File: config.mk
export PLATFORM = sky130hd
export DESIGN_NAME = line_follow_steering_core
export DESIGN_NICKNAME = d
export VERILOG_FILES = /design/src/sv/lfs_pkg.sv /design/src/sv/lfs_lane.sv /design/src/sv/lfs_decide.sv /design/src/sv/line_follow_steering_core.sv
export SDC_FILE = /design/constraint.sdc
export NUM_CORES = 1
export LEC_CHECK = 0
export BUFFER_PORTS_ARGS = -buffer_cell sky130_fd_sc_hd__buf_4
export CORE_UTILIZATION = 52
export CTS_CLUSTER_DIAMETER = 200
export DETAILED_ROUTE_END_ITERATION = 8
export MAX_ROUTING_LAYER = met4
export PLACE_DENSITY = 0.82
export SLEW_MARGIN = 20
export SYNTH_ARGS = -nofsm -noshare
export SYNTH_HDL_FRONTEND = slang
export SYNTH_SLANG_ARGS = --single-unit
File: constraint.sdc
create_clock -name i_clk -period 6.5 [get_ports i_clk]
set_clock_uncertainty 0.15 [all_clocks]
set_input_delay 1.625 -clock i_clk [delete_from_list [all_inputs] [get_ports i_clk]]
set_output_delay 1.625 -clock i_clk [all_outputs]
set_load 0.01 [all_outputs]
File: src/sv/lfs_pkg.sv
// Shared types and constants for the line follower steering core.
// No dependencies; the other sv files refer to it by scoped names, the testbench imports it.
`timescale 1ns / 1ps

package lfs_pkg;

    localparam int SAMPLE_BITS = 10;
    localparam int THR_BITS    = 10;
    localparam int CMP_BITS    = (SAMPLE_BITS > THR_BITS) ? SAMPLE_BITS : THR_BITS;
    localparam int NUM_LANES   = 9;
    localparam int CNT_BITS    = 4;
    localparam int SPEED_BITS  = 8;
    localparam int PINS_BITS   = 4;
    localparam int ADDR_BITS   = 4;
    localparam int DATA_BITS   = 32;
    localparam int IDX_BITS    = ADDR_BITS - 2;

    localparam logic [THR_BITS-1:0]   THR_RESET      = THR_BITS'(60);
    localparam logic [SPEED_BITS-1:0] STRAIGHT_RESET = SPEED_BITS'(255);
    localparam logic [SPEED_BITS-1:0] HARD_RESET     = SPEED_BITS'(225);
    localparam logic [SPEED_BITS-1:0] TURN_RESET     = SPEED_BITS'(250);

    localparam logic [IDX_BITS-1:0] REG_THRESHOLD = IDX_BITS'(0);
    localparam logic [IDX_BITS-1:0] REG_STRAIGHT  = IDX_BITS'(1);
    localparam logic [IDX_BITS-1:0] REG_HARD      = IDX_BITS'(2);
    localparam logic [IDX_BITS-1:0] REG_TURN      = IDX_BITS'(3);

    localparam logic [PINS_BITS-1:0] PINS_FWD    = 4'd9;
    localparam logic [PINS_BITS-1:0] PINS_RIGHT  = 4'd13;
    localparam logic [PINS_BITS-1:0] PINS_LEFT   = 4'd11;
    localparam logic [PINS_BITS-1:0] PINS_HARD_R = 4'd5;
    localparam logic [PINS_BITS-1:0] PINS_HARD_L = 4'd10;
    localparam logic [PINS_BITS-1:0] PINS_STOP   = 4'd15;
    localparam logic [PINS_BITS-1:0] PINS_OFF    = 4'd0;

    typedef enum logic [3:0] {
        ACT_FWD    = 4'd0,
        ACT_SOFT_R = 4'd1,
        ACT_SOFT_L = 4'd2,
        ACT_RIGHT  = 4'd3,
        ACT_LEFT   = 4'd4,
        ACT_HARD_R = 4'd5,
        ACT_HARD_L = 4'd6,
        ACT_STOP   = 4'd7,
        ACT_NONE   = 4'd8
    } t_action;

    typedef enum logic [2:0] {
        TURN_NONE   = 3'd0,
        TURN_SOFT_R = 3'd1,
        TURN_SOFT_L = 3'd2,
        TURN_RIGHT  = 3'd3,
        TURN_LEFT   = 3'd4,
        TURN_HARD_R = 3'd5,
        TURN_HARD_L = 3'd6
    } t_turn;

    typedef struct packed {
        logic [SPEED_BITS-1:0] straight;
        logic [SPEED_BITS-1:0] hard;
        logic [SPEED_BITS-1:0] turn;
    } t_speeds;

    typedef struct packed {
        t_action               action;
        logic [PINS_BITS-1:0]  pins;
        logic                  pins_wr;
        logic [SPEED_BITS-1:0] duty1;
        logic [SPEED_BITS-1:0] duty2;
        logic                  duty_wr;
        logic [NUM_LANES-1:0]  pattern;
        logic [CNT_BITS-1:0]   count;
    } t_result;

    typedef struct packed {
        t_result res;
        logic    turn_wr;
        t_turn   turn;
    } t_decision;

endpackage

File: src/sv/lfs_lane.sv
// One sensor lane: strict compare of a sample against the line threshold.
// Depends on lfs_pkg for widths.
`timescale 1ns / 1ps

module lfs_lane (
    input  logic [lfs_pkg::SAMPLE_BITS-1:0] i_sample,
    input  logic [lfs_pkg::THR_BITS-1:0]    i_threshold,
    output logic                            o_hit
);

    logic [lfs_pkg::CMP_BITS-1:0] w_sample;
    logic [lfs_pkg::CMP_BITS-1:0] w_thr;

    assign w_sample = lfs_pkg::CMP_BITS'(i_sample);
    assign w_thr    = lfs_pkg::CMP_BITS'(i_threshold);
    assign o_hit    = (w_sample > w_thr);

endmodule

File: src/sv/lfs_decide.sv
// Merge stage: joins the lane hits into a pattern, counts them, runs the
// priority rule list and turn memory replay. Depends on lfs_pkg.
`timescale 1ns / 1ps

module lfs_decide (
    input  logic [lfs_pkg::NUM_LANES-1:0] i_hits,
    input  lfs_pkg::t_turn                i_last_turn,
    input  lfs_pkg::t_speeds              i_speeds,
    output lfs_pkg::t_decision            o_dec
);

    logic [lfs_pkg::NUM_LANES-1:0] v;
    logic [lfs_pkg::CNT_BITS-1:0]  cnt;
    logic                          fwd_val;
    logic                          right3;
    logic                          left3;
    logic [1:0]                    r01;
    logic [1:0]                    l78;
    lfs_pkg::t_action              act;
    logic                          turn_wr;
    lfs_pkg::t_turn                turn;

    assign v = i_hits;

    always_comb begin
        cnt = '0;
        for (int i = 0; i < lfs_pkg::NUM_LANES; i++) begin
            cnt = cnt + lfs_pkg::CNT_BITS'(v[i]);
        end
    end

    assign fwd_val = (v == 9'd56) || (v == 9'd48) || (v == 9'd24);
    assign right3  = |v[2:0];
    assign left3   = |v[8:6];
    assign r01     = v[1:0];
    assign l78     = v[8:7];

    always_comb begin
        turn_wr = 1'b0;
        turn    = i_last_turn;
        priority if (fwd_val) begin
            act = lfs_pkg::ACT_FWD;
        end else if (v == 9'd28 || v == 9'd12) begin
            act = lfs_pkg::ACT_SOFT_R; turn_wr = 1'b1; turn = lfs_pkg::TURN_SOFT_R;
        end else if (v == 9'd112 || v == 9'd96) begin
            act = lfs_pkg::ACT_SOFT_L; turn_wr = 1'b1; turn = lfs_pkg::TURN_SOFT_L;
        end else if (v == 9'd14 || v == 9'd6) begin
            act = lfs_pkg::ACT_RIGHT; turn_wr = 1'b1; turn = lfs_pkg::TURN_RIGHT;
        end else if (v == 9'd224 || v == 9'd192) begin
            act = lfs_pkg::ACT_LEFT; turn_wr = 1'b1; turn = lfs_pkg::TURN_LEFT;
        end else if (v == 9'd7 || v == 9'd3 || v == 9'd1) begin
            act = lfs_pkg::ACT_HARD_R; turn_wr = 1'b1; turn = lfs_pkg::TURN_HARD_R;
        end else if (v == 9'd448 || v == 9'd384 || v == 9'd256) begin
            act = lfs_pkg::ACT_HARD_L; turn_wr = 1'b1; turn = lfs_pkg::TURN_HARD_L;
        end else if (right3 && left3) begin
            act = lfs_pkg::ACT_RIGHT; turn_wr = 1'b1; turn = lfs_pkg::TURN_RIGHT;
        end else if (fwd_val && r01 == 2'b11) begin
            // shadowed by the forward rule, kept for rule order
            act = lfs_pkg::ACT_HARD_R; turn_wr = 1'b1; turn = lfs_pkg::TURN_HARD_R;
        end else if (fwd_val && l78 == 2'b11) begin
            act = lfs_pkg::ACT_HARD_L; turn_wr = 1'b1; turn = lfs_pkg::TURN_HARD_L;
        end else if ((|r01) && !left3) begin
            act = lfs_pkg::ACT_HARD_R; turn_wr = 1'b1; turn = lfs_pkg::TURN_HARD_R;
        end else if ((|l78) && !right3) begin
            act = lfs_pkg::ACT_HARD_L; turn_wr = 1'b1; turn = lfs_pkg::TURN_HARD_L;
        end else if (v == 9'd511) begin
            act = lfs_pkg::ACT_STOP;
        end else begin
            // replay the remembered turn
            unique case (i_last_turn)
                lfs_pkg::TURN_SOFT_R, lfs_pkg::TURN_RIGHT: act = lfs_pkg::ACT_RIGHT;
                lfs_pkg::TURN_SOFT_L, lfs_pkg::TURN_LEFT:  act = lfs_pkg::ACT_LEFT;
                lfs_pkg::TURN_HARD_R:                      act = lfs_pkg::ACT_HARD_R;
                lfs_pkg::TURN_HARD_L:                      act = lfs_pkg::ACT_HARD_L;
                default:                                   act = lfs_pkg::ACT_NONE;
            endcase
        end
    end

    always_comb begin
        o_dec.res.action  = act;
        o_dec.res.pins    = lfs_pkg::PINS_OFF;
        o_dec.res.pins_wr = 1'b1;
        o_dec.res.duty1   = '0;
        o_dec.res.duty2   = '0;
        o_dec.res.duty_wr = 1'b1;
        o_dec.res.pattern = v;
        o_dec.res.count   = cnt;
        o_dec.turn_wr     = turn_wr;
        o_dec.turn        = turn;
        unique case (act)
            lfs_pkg::ACT_FWD: begin
                o_dec.res.pins  = lfs_pkg::PINS_FWD;
                o_dec.res.duty1 = i_speeds.straight;
                o_dec.res.duty2 = i_speeds.straight;
            end
            lfs_pkg::ACT_SOFT_R: begin
                o_dec.res.pins  = lfs_pkg::PINS_FWD;
                o_dec.res.duty1 = i_speeds.hard;
                o_dec.res.duty2 = i_speeds.turn;
            end
            lfs_pkg::ACT_SOFT_L: begin
                o_dec.res.pins  = lfs_pkg::PINS_FWD;
                o_dec.res.duty1 = i_speeds.turn;
                o_dec.res.duty2 = i_speeds.hard;
            end
            lfs_pkg::ACT_RIGHT: begin
                o_dec.res.pins  = lfs_pkg::PINS_RIGHT;
                o_dec.res.duty1 = i_speeds.turn;
                o_dec.res.duty2 = i_speeds.turn;
            end
            lfs_pkg::ACT_LEFT: begin
                o_dec.res.pins  = lfs_pkg::PINS_LEFT;
                o_dec.res.duty1 = i_speeds.turn;
                o_dec.res.duty2 = i_speeds.turn;
            end
            lfs_pkg::ACT_HARD_R: begin
                o_dec.res.pins  = lfs_pkg::PINS_HARD_R;
                o_dec.res.duty1 = i_speeds.hard;
                o_dec.res.duty2 = i_speeds.hard;
            end
            lfs_pkg::ACT_HARD_L: begin
                o_dec.res.pins  = lfs_pkg::PINS_HARD_L;
                o_dec.res.duty1 = i_speeds.hard;
                o_dec.res.duty2 = i_speeds.hard;
            end
            lfs_pkg::ACT_STOP: begin
                o_dec.res.pins    = lfs_pkg::PINS_STOP;
                o_dec.res.duty_wr = 1'b0;
            end
            default: begin
                o_dec.res.pins_wr = 1'b0;
                o_dec.res.duty_wr = 1'b0;
            end
        endcase
    end

endmodule

File: src/sv/line_follow_steering_core.sv
// Top level of the line follower steering core: register port, nine
// comparator lanes, the merge stage and the output register.
// Depends on lfs_pkg, lfs_lane and lfs_decide.
//
//   channel   direction  handshake                    payload
//   frame     in         i_in_valid / o_in_ready      i_sample_0 .. i_sample_8
//   result    out        o_out_valid / i_out_ready    o_action .. o_line_count
//   config    in         psel, penable, pwrite        paddr, pwdata, prdata
//
// One frame per cycle while o_in_ready is high; a result appears in the cycle after its frame is taken.
// The whole frame goes through the lanes and the rule match in the cycle it is taken.
// A result waiting in the output register holds while i_out_ready is low; a
// new frame is still taken in the cycle that result leaves.
// Reset restores the register defaults and clears the turn memory.
`timescale 1ns / 1ps

module line_follow_steering_core (
    input  logic                                i_clk,
    input  logic                                i_rst_n,
    input  logic                                psel,
    input  logic                                penable,
    input  logic                                pwrite,
    input  logic [lfs_pkg::ADDR_BITS-1:0]       paddr,
    input  logic [lfs_pkg::DATA_BITS-1:0]       pwdata,
    output logic [lfs_pkg::DATA_BITS-1:0]       prdata,
    output logic                                pready,
    input  logic                                i_in_valid,
    output logic                                o_in_ready,
    input  logic [lfs_pkg::SAMPLE_BITS-1:0]     i_sample_0,
    input  logic [lfs_pkg::SAMPLE_BITS-1:0]     i_sample_1,
    input  logic [lfs_pkg::SAMPLE_BITS-1:0]     i_sample_2,
    input  logic [lfs_pkg::SAMPLE_BITS-1:0]     i_sample_3,
    input  logic [lfs_pkg::SAMPLE_BITS-1:0]     i_sample_4,
    input  logic [lfs_pkg::SAMPLE_BITS-1:0]     i_sample_5,
    input  logic [lfs_pkg::SAMPLE_BITS-1:0]     i_sample_6,
    input  logic [lfs_pkg::SAMPLE_BITS-1:0]     i_sample_7,
    input  logic [lfs_pkg::SAMPLE_BITS-1:0]     i_sample_8,
    output logic                                o_out_valid,
    input  logic                                i_out_ready,
    output logic [3:0]                          o_action,
    output logic [lfs_pkg::PINS_BITS-1:0]       o_bridge_pins,
    output logic                                o_pins_written,
    output logic [lfs_pkg::SPEED_BITS-1:0]      o_duty_first,
    output logic [lfs_pkg::SPEED_BITS-1:0]      o_duty_second,
    output logic                                o_duty_written,
    output logic [lfs_pkg::NUM_LANES-1:0]       o_line_pattern,
    output logic [lfs_pkg::CNT_BITS-1:0]        o_line_count
);

    logic [lfs_pkg::THR_BITS-1:0]   r_thr;
    lfs_pkg::t_speeds               r_speeds;
    lfs_pkg::t_turn                 r_last_turn;
    logic                           r_valid;
    lfs_pkg::t_result               r_res;

    logic [lfs_pkg::SAMPLE_BITS-1:0] w_samples [lfs_pkg::NUM_LANES];
    logic [lfs_pkg::NUM_LANES-1:0]   w_hits;
    lfs_pkg::t_decision              w_dec;
    logic                            w_accept;
    logic                            w_cfg_wr;
    logic [lfs_pkg::IDX_BITS-1:0]    w_idx;

    assign pready   = 1'b1;
    assign w_idx    = paddr[lfs_pkg::ADDR_BITS-1:2];
    assign w_cfg_wr = psel && penable && pwrite;

    always_ff @(posedge i_clk) begin
        if (!i_rst_n) begin
            r_thr             <= lfs_pkg::THR_RESET;
            r_speeds.straight <= lfs_pkg::STRAIGHT_RESET;
            r_speeds.hard     <= lfs_pkg::HARD_RESET;
            r_speeds.turn     <= lfs_pkg::TURN_RESET;
        end else if (w_cfg_wr) begin
            unique case (w_idx)
                lfs_pkg::REG_THRESHOLD: r_thr <= pwdata[lfs_pkg::THR_BITS-1:0];
                lfs_pkg::REG_STRAIGHT:  r_speeds.straight <= pwdata[lfs_pkg::SPEED_BITS-1:0];
                lfs_pkg::REG_HARD:      r_speeds.hard <= pwdata[lfs_pkg::SPEED_BITS-1:0];
                lfs_pkg::REG_TURN:      r_speeds.turn <= pwdata[lfs_pkg::SPEED_BITS-1:0];
                default: ;
            endcase
        end
    end

    always_comb begin
        unique case (w_idx)
            lfs_pkg::REG_THRESHOLD: prdata = lfs_pkg::DATA_BITS'(r_thr);
            lfs_pkg::REG_STRAIGHT:  prdata = lfs_pkg::DATA_BITS'(r_speeds.straight);
            lfs_pkg::REG_HARD:      prdata = lfs_pkg::DATA_BITS'(r_speeds.hard);
            lfs_pkg::REG_TURN:      prdata = lfs_pkg::DATA_BITS'(r_speeds.turn);
            default:                prdata = '0;
        endcase
    end

    assign w_samples[0] = i_sample_0;
    assign w_samples[1] = i_sample_1;
    assign w_samples[2] = i_sample_2;
    assign w_samples[3] = i_sample_3;
    assign w_samples[4] = i_sample_4;
    assign w_samples[5] = i_sample_5;
    assign w_samples[6] = i_sample_6;
    assign w_samples[7] = i_sample_7;
    assign w_samples[8] = i_sample_8;

    for (genvar g = 0; g < lfs_pkg::NUM_LANES; g++) begin : g_lane
        lfs_lane u_lane (
            .i_sample    (w_samples[g]),
            .i_threshold (r_thr),
            .o_hit       (w_hits[g])
        );
    end

    lfs_decide u_decide (
        .i_hits      (w_hits),
        .i_last_turn (r_last_turn),
        .i_speeds    (r_speeds),
        .o_dec       (w_dec)
    );

    assign o_in_ready = !r_valid || i_out_ready;
    assign w_accept   = i_in_valid && o_in_ready;

    always_ff @(posedge i_clk) begin
        if (!i_rst_n) begin
            r_valid     <= 1'b0;
            r_last_turn <= lfs_pkg::TURN_NONE;
        end else if (w_accept) begin
            r_valid <= 1'b1;
            r_res   <= w_dec.res;
            if (w_dec.turn_wr) begin
                r_last_turn <= w_dec.turn;
            end
        end else if (i_out_ready) begin
            // drop the delivered transaction
            r_valid <= 1'b0;
        end
    end

    assign o_out_valid    = r_valid;
    assign o_action       = r_res.action;
    assign o_bridge_pins  = r_res.pins;
    assign o_pins_written = r_res.pins_wr;
    assign o_duty_first   = r_res.duty1;
    assign o_duty_second  = r_res.duty2;
    assign o_duty_written = r_res.duty_wr;
    assign o_line_pattern = r_res.pattern;
    assign o_line_count   = r_res.count;

endmodule

==> impl_metrics.csv <==
group,metric,value,unit
run_status,status,"finished, final reports clean",
power,peakVddDrop,0.228,mV
worst_setup_path,path_buf_inv,1,
routing,routedWlPerCell,18.3,µm
power,p_per_area,182,nW/µm²
floorplan,die_h,111,µm
floorplan,die_area,12200,µm²
synthesis,synth_seq_cells,77,
clocking,cts_resized,0,
routing,vias_per_cell,6.15,
floorplan,die_w,111,µm
global_route,grt_pass1_wl,28.6,mm
floorplan,floorplan.initialDensity,53.4,%
clocking,cts_sinks,77,
finish,multi_input_area,3860,µm²
timing,fin_crit,5.56,ns
finish,register_area,1930,µm²
worst_setup_path,endpoint_kind,"flop",
floorplan,io_pins,207,
finish,fill_cells,900,
synthesis,syn-instance-count,661,
global_route,antenna_found_initial,0,
worst_setup_path,cpMostUsedCell,"a21o_1",
clocking,clk_pin_slew_worst_paths,0.06,ns
clocking,cts_buffers,9,
synthesis,syn_area,6120,µm²
routing,ant_nets,0,
global_route,track_usage,29.9,%
power,p_leak,3.49,nW
clocking,postCtsSetupBuffers,0,
timing,finalSetupViolations,0,
placement,port_buffers,159,
clocking,root_buffer,"clkbuf_16",
placement,gp_congestion,0.909,
synthesis,synthMuxAreaShare,4.25,%
placement,dpl.hpwl,13.5,mm
finish,drive_gt1_share,24.6,%
clocking,cts_hold_repair.buffers,0,
worst_setup_path,crit_required,6.40,ns
power,sw_frac_of_total,29.6,%
worst_setup_path,max_stage_delay,0.82,ns
timing,timing.final.crit_share,85.6,%
synthesis,yosys_warnings,0,
synthesis,ys_seq_area_share,31.6,%
global_route,grt_overflow,0,
clocking,worstSkewPairLatency,0.33,ns
power,power.internal,0.981,mW
synthesis,synthAdderAreaFrac,21.7,%
timing,worst_slew_pin_slew,1.02,ns
worst_setup_path,start_kind,"input pin",
routing,first_pass_iters,5,
synthesis,synthXorXnorAreaFrac,0.286,%
routing,num_vias,5911,
clocking,htreeDepth,3,
floorplan,coreArea,11500,µm²
worst_setup_path,cp_cell_sequence,"buf_4 > ha_1 > a21o_1 > a21o_1 > a2111o_1 > a222oi_1 > and4_1 > nor2_1 > o21a_1 > and3_1 > o21ai_0 > nand4_1",
worst_setup_path,crit_fanout,17,
synthesis,synth_compound_area_share,17.8,%
routing,route.detailed.drc,0,
finish,layout.nets,1049,
timing,fmax,0.180,GHz
timing,rsz0062_at_grt,"no",
power,seq_power_share,40.3,%
floorplan,rows,39,
worst_setup_path,slowest_stage,"a222oi_1",
worst_setup_path,arrival,5.46,ns
finish,design_area,7650,µm²
worst_setup_path,crit_type,"in -> reg",
clocking,cts_tree,"done",
synthesis,syn_area_per_cell,9.26,µm²
global_route,grt_max_degree,40,
routing,wl,17.6,mm
synthesis,yosys.cell_types.count,62,
synthesis,async_flop_share,0,%
worst_setup_path,crit_family,"compound AO/OA/AOI/OAI gates",
synthesis,ys.flop_type,"edfxtp_1",
power,p_sw,0.411,mW
timing,slew-limit-headroom,32.1,%
finish,instances_no_fill,961,
power,power_frac_comb,26.1,%
timing,finalHoldViolations,0,
power,p_clk_share,33.7,%
clocking,cts_buffer_depth,2,
finish,area_delta_synth_final,25.0,%
synthesis,synth_top_family_by_area,"adder cells",
synthesis,synthSimpleGateAreaFrac,17.2,%
placement,placed_area,7370,µm²
placement,post-place-cells,945,
global_route,grt_pass1_vias,5979,
synthesis,synth-edff-count,39,
hold_path,hold_path_class,"reg -> reg",
routing,drt-initial-drc-count,488,
finish,num_antenna_cells,0,
timing,final.setup.tns,0,ns
timing,slew_viol_final,0,
run,cap_violations,0,
worst reg2reg max path, delay by kind of cell (launching register included):
| kind | cells | cell delay, ns |
|---|---|---|
| AO/OA/AOI/OAI | 6 | 2.07 |
| flip-flops | 1 | 0.31 |
| adder cells (fa/ha/maj) | 1 | 0.36 |
| buffers and inverters | 1 | 0.38 |
| AND/OR/NAND/NOR | 4 | 1.31 |
path summary, 6_finish.rpt:
check / startpoint / to / slack, ns / cells after the start
setup / recovery: i_sample_7[3] / o_duty_second[2]$_DFFE_PP_ / 0.94 / 12
hold / removal: r_thr[9]$_SDFFE_PN0P_ / r_thr[9]$_SDFFE_PN0P_ / 0.31 / 2
setup reg to reg: r_thr[9]$_SDFFE_PN0P_ / o_duty_second[2]$_DFFE_PP_ / 1.62 / 12
hold reg to reg: r_thr[9]$_SDFFE_PN0P_ / r_thr[9]$_SDFFE_PN0P_ / 0.31 / 2
cell families (layout without fill, tap and decap cells):
kind of cell | Yosys count | count (layout)
compound gates | 154 | 154
flops | 77 | 77
buf+inv | 92 | 228
mux | 16 | 16
fa+ha+maj | 103 | 103
xor+xnor | 2 | 2
simple gates | 215 | 215
other cells | 2 | 23
per-layer routing:
layer	GRT usage, %	wire [µm]	vias up
li1	-	-	2750
met1	35.0	7010	2796
met2	52.3	8880	318
met3	4.28	1200	47
met4	10.8	475	0
met5	-	0	-
area by class of cell:
cell class / count / area share, %
clock inverter: 7 / 0.736
tap: 143 / 2.34
sequential: 77 / 25.2
inverter: 50 / 2.45
multi-input combinational: 513 / 50.4
clock buffer: 9 / 2.94
timing repair buffer: 162 / 15.9
synth_stat cells (7+ instances only):
cell | number | area, µm²
o211ai_1 | 7 | 52.6
nor3_1 | 8 | 40.0
dfxtp_1 | 38 | 761
a41o_1 | 7 | 70.1
a22oi_1 | 17 | 128
nand4_1 | 34 | 213
edfxtp_1 | 39 | 1170
ha_1 | 98 | 1230
o21ai_0 | 19 | 95.1
inv_1 | 49 | 184
or2_2 | 7 | 43.8
nor2_1 | 23 | 86.3
buf_4 | 23 | 173
mux2i_1 | 8 | 80.1
clkbuf_1 | 12 | 45.0
nand3_1 | 29 | 145
mux4_2 | 8 | 180
a21oi_1 | 38 | 190
a211oi_1 | 9 | 67.6
a21o_1 | 13 | 97.6
nand2_1 | 84 | 315
cell usage in the layout, fill, tap and decap left out, types with 3 or more instances in the layout:
| cell type | count |
|---|---|
| buf_4 | 162 |
| nand4_1 | 34 |
| mux4_2 | 8 |
| dfxtp_1 | 38 |
| o211ai_1 | 7 |
| a211oi_1 | 9 |
| o21ai_1 | 3 |
| nand2b_1 | 5 |
| o21a_1 | 4 |
| nor3_1 | 8 |
| and4_1 | 5 |
| a2111o_1 | 3 |
| edfxtp_1 | 39 |
| a41o_1 | 7 |
| clkbuf_16 | 9 |
| nor2_1 | 22 |
| fa_1 | 5 |
| conb_1 | 23 |
| inv_1 | 49 |
| o21ai_0 | 19 |
| o221ai_1 | 3 |
| a31oi_1 | 6 |
| a21o_1 | 13 |
| and3_1 | 6 |
| or2_2 | 7 |
| ha_1 | 98 |
| nand3_1 | 29 |
| a21oi_1 | 38 |
| a22oi_1 | 17 |
| and2_1 | 4 |
| nand2_1 | 84 |
| mux2i_1 | 8 |
stage by stage:
step	util [%]	power [mW]	hold WS [ns]	setup WS (ns)
finish	66.7	1.39	0.306	0.937
global route	66.7	1.46	0.341	0.750
CTS	66.7	1.40	0.306	0.987
detailed placement	64.3	0.930	0.298	0.669
global placement	64.2	0.906	0.293	0.755
floorplan	-	0.793	0.286	1.00
power groups by stage:
stage	clock, mW	combinational [mW]	sequential (mW)
6_report	0.469	0.363	0.561
3_5_place_dp	0	0.359	0.571
4_1_cts	0.474	0.362	0.560
3_3_place_gp	0	0.337	0.569
5_1_grt	0.497	0.403	0.563
2_1_floorplan	0	0.215	0.578
sequential cells by signal, summed over array words and instances (netlist names):
| register | cells |
|---|---|
| o_action | 4 |
| o_bridge_pins | 4 |
| o_duty_first | 8 |
| o_duty_second | 8 |
| o_duty_written | 1 |
| o_line_count | 4 |
| o_line_pattern | 9 |
| o_out_valid | 1 |
| o_pins_written | 1 |
| r_last_turn | 3 |
| r_speeds | 24 |
| r_thr | 10 |
(Power assumes the default switching activity.)
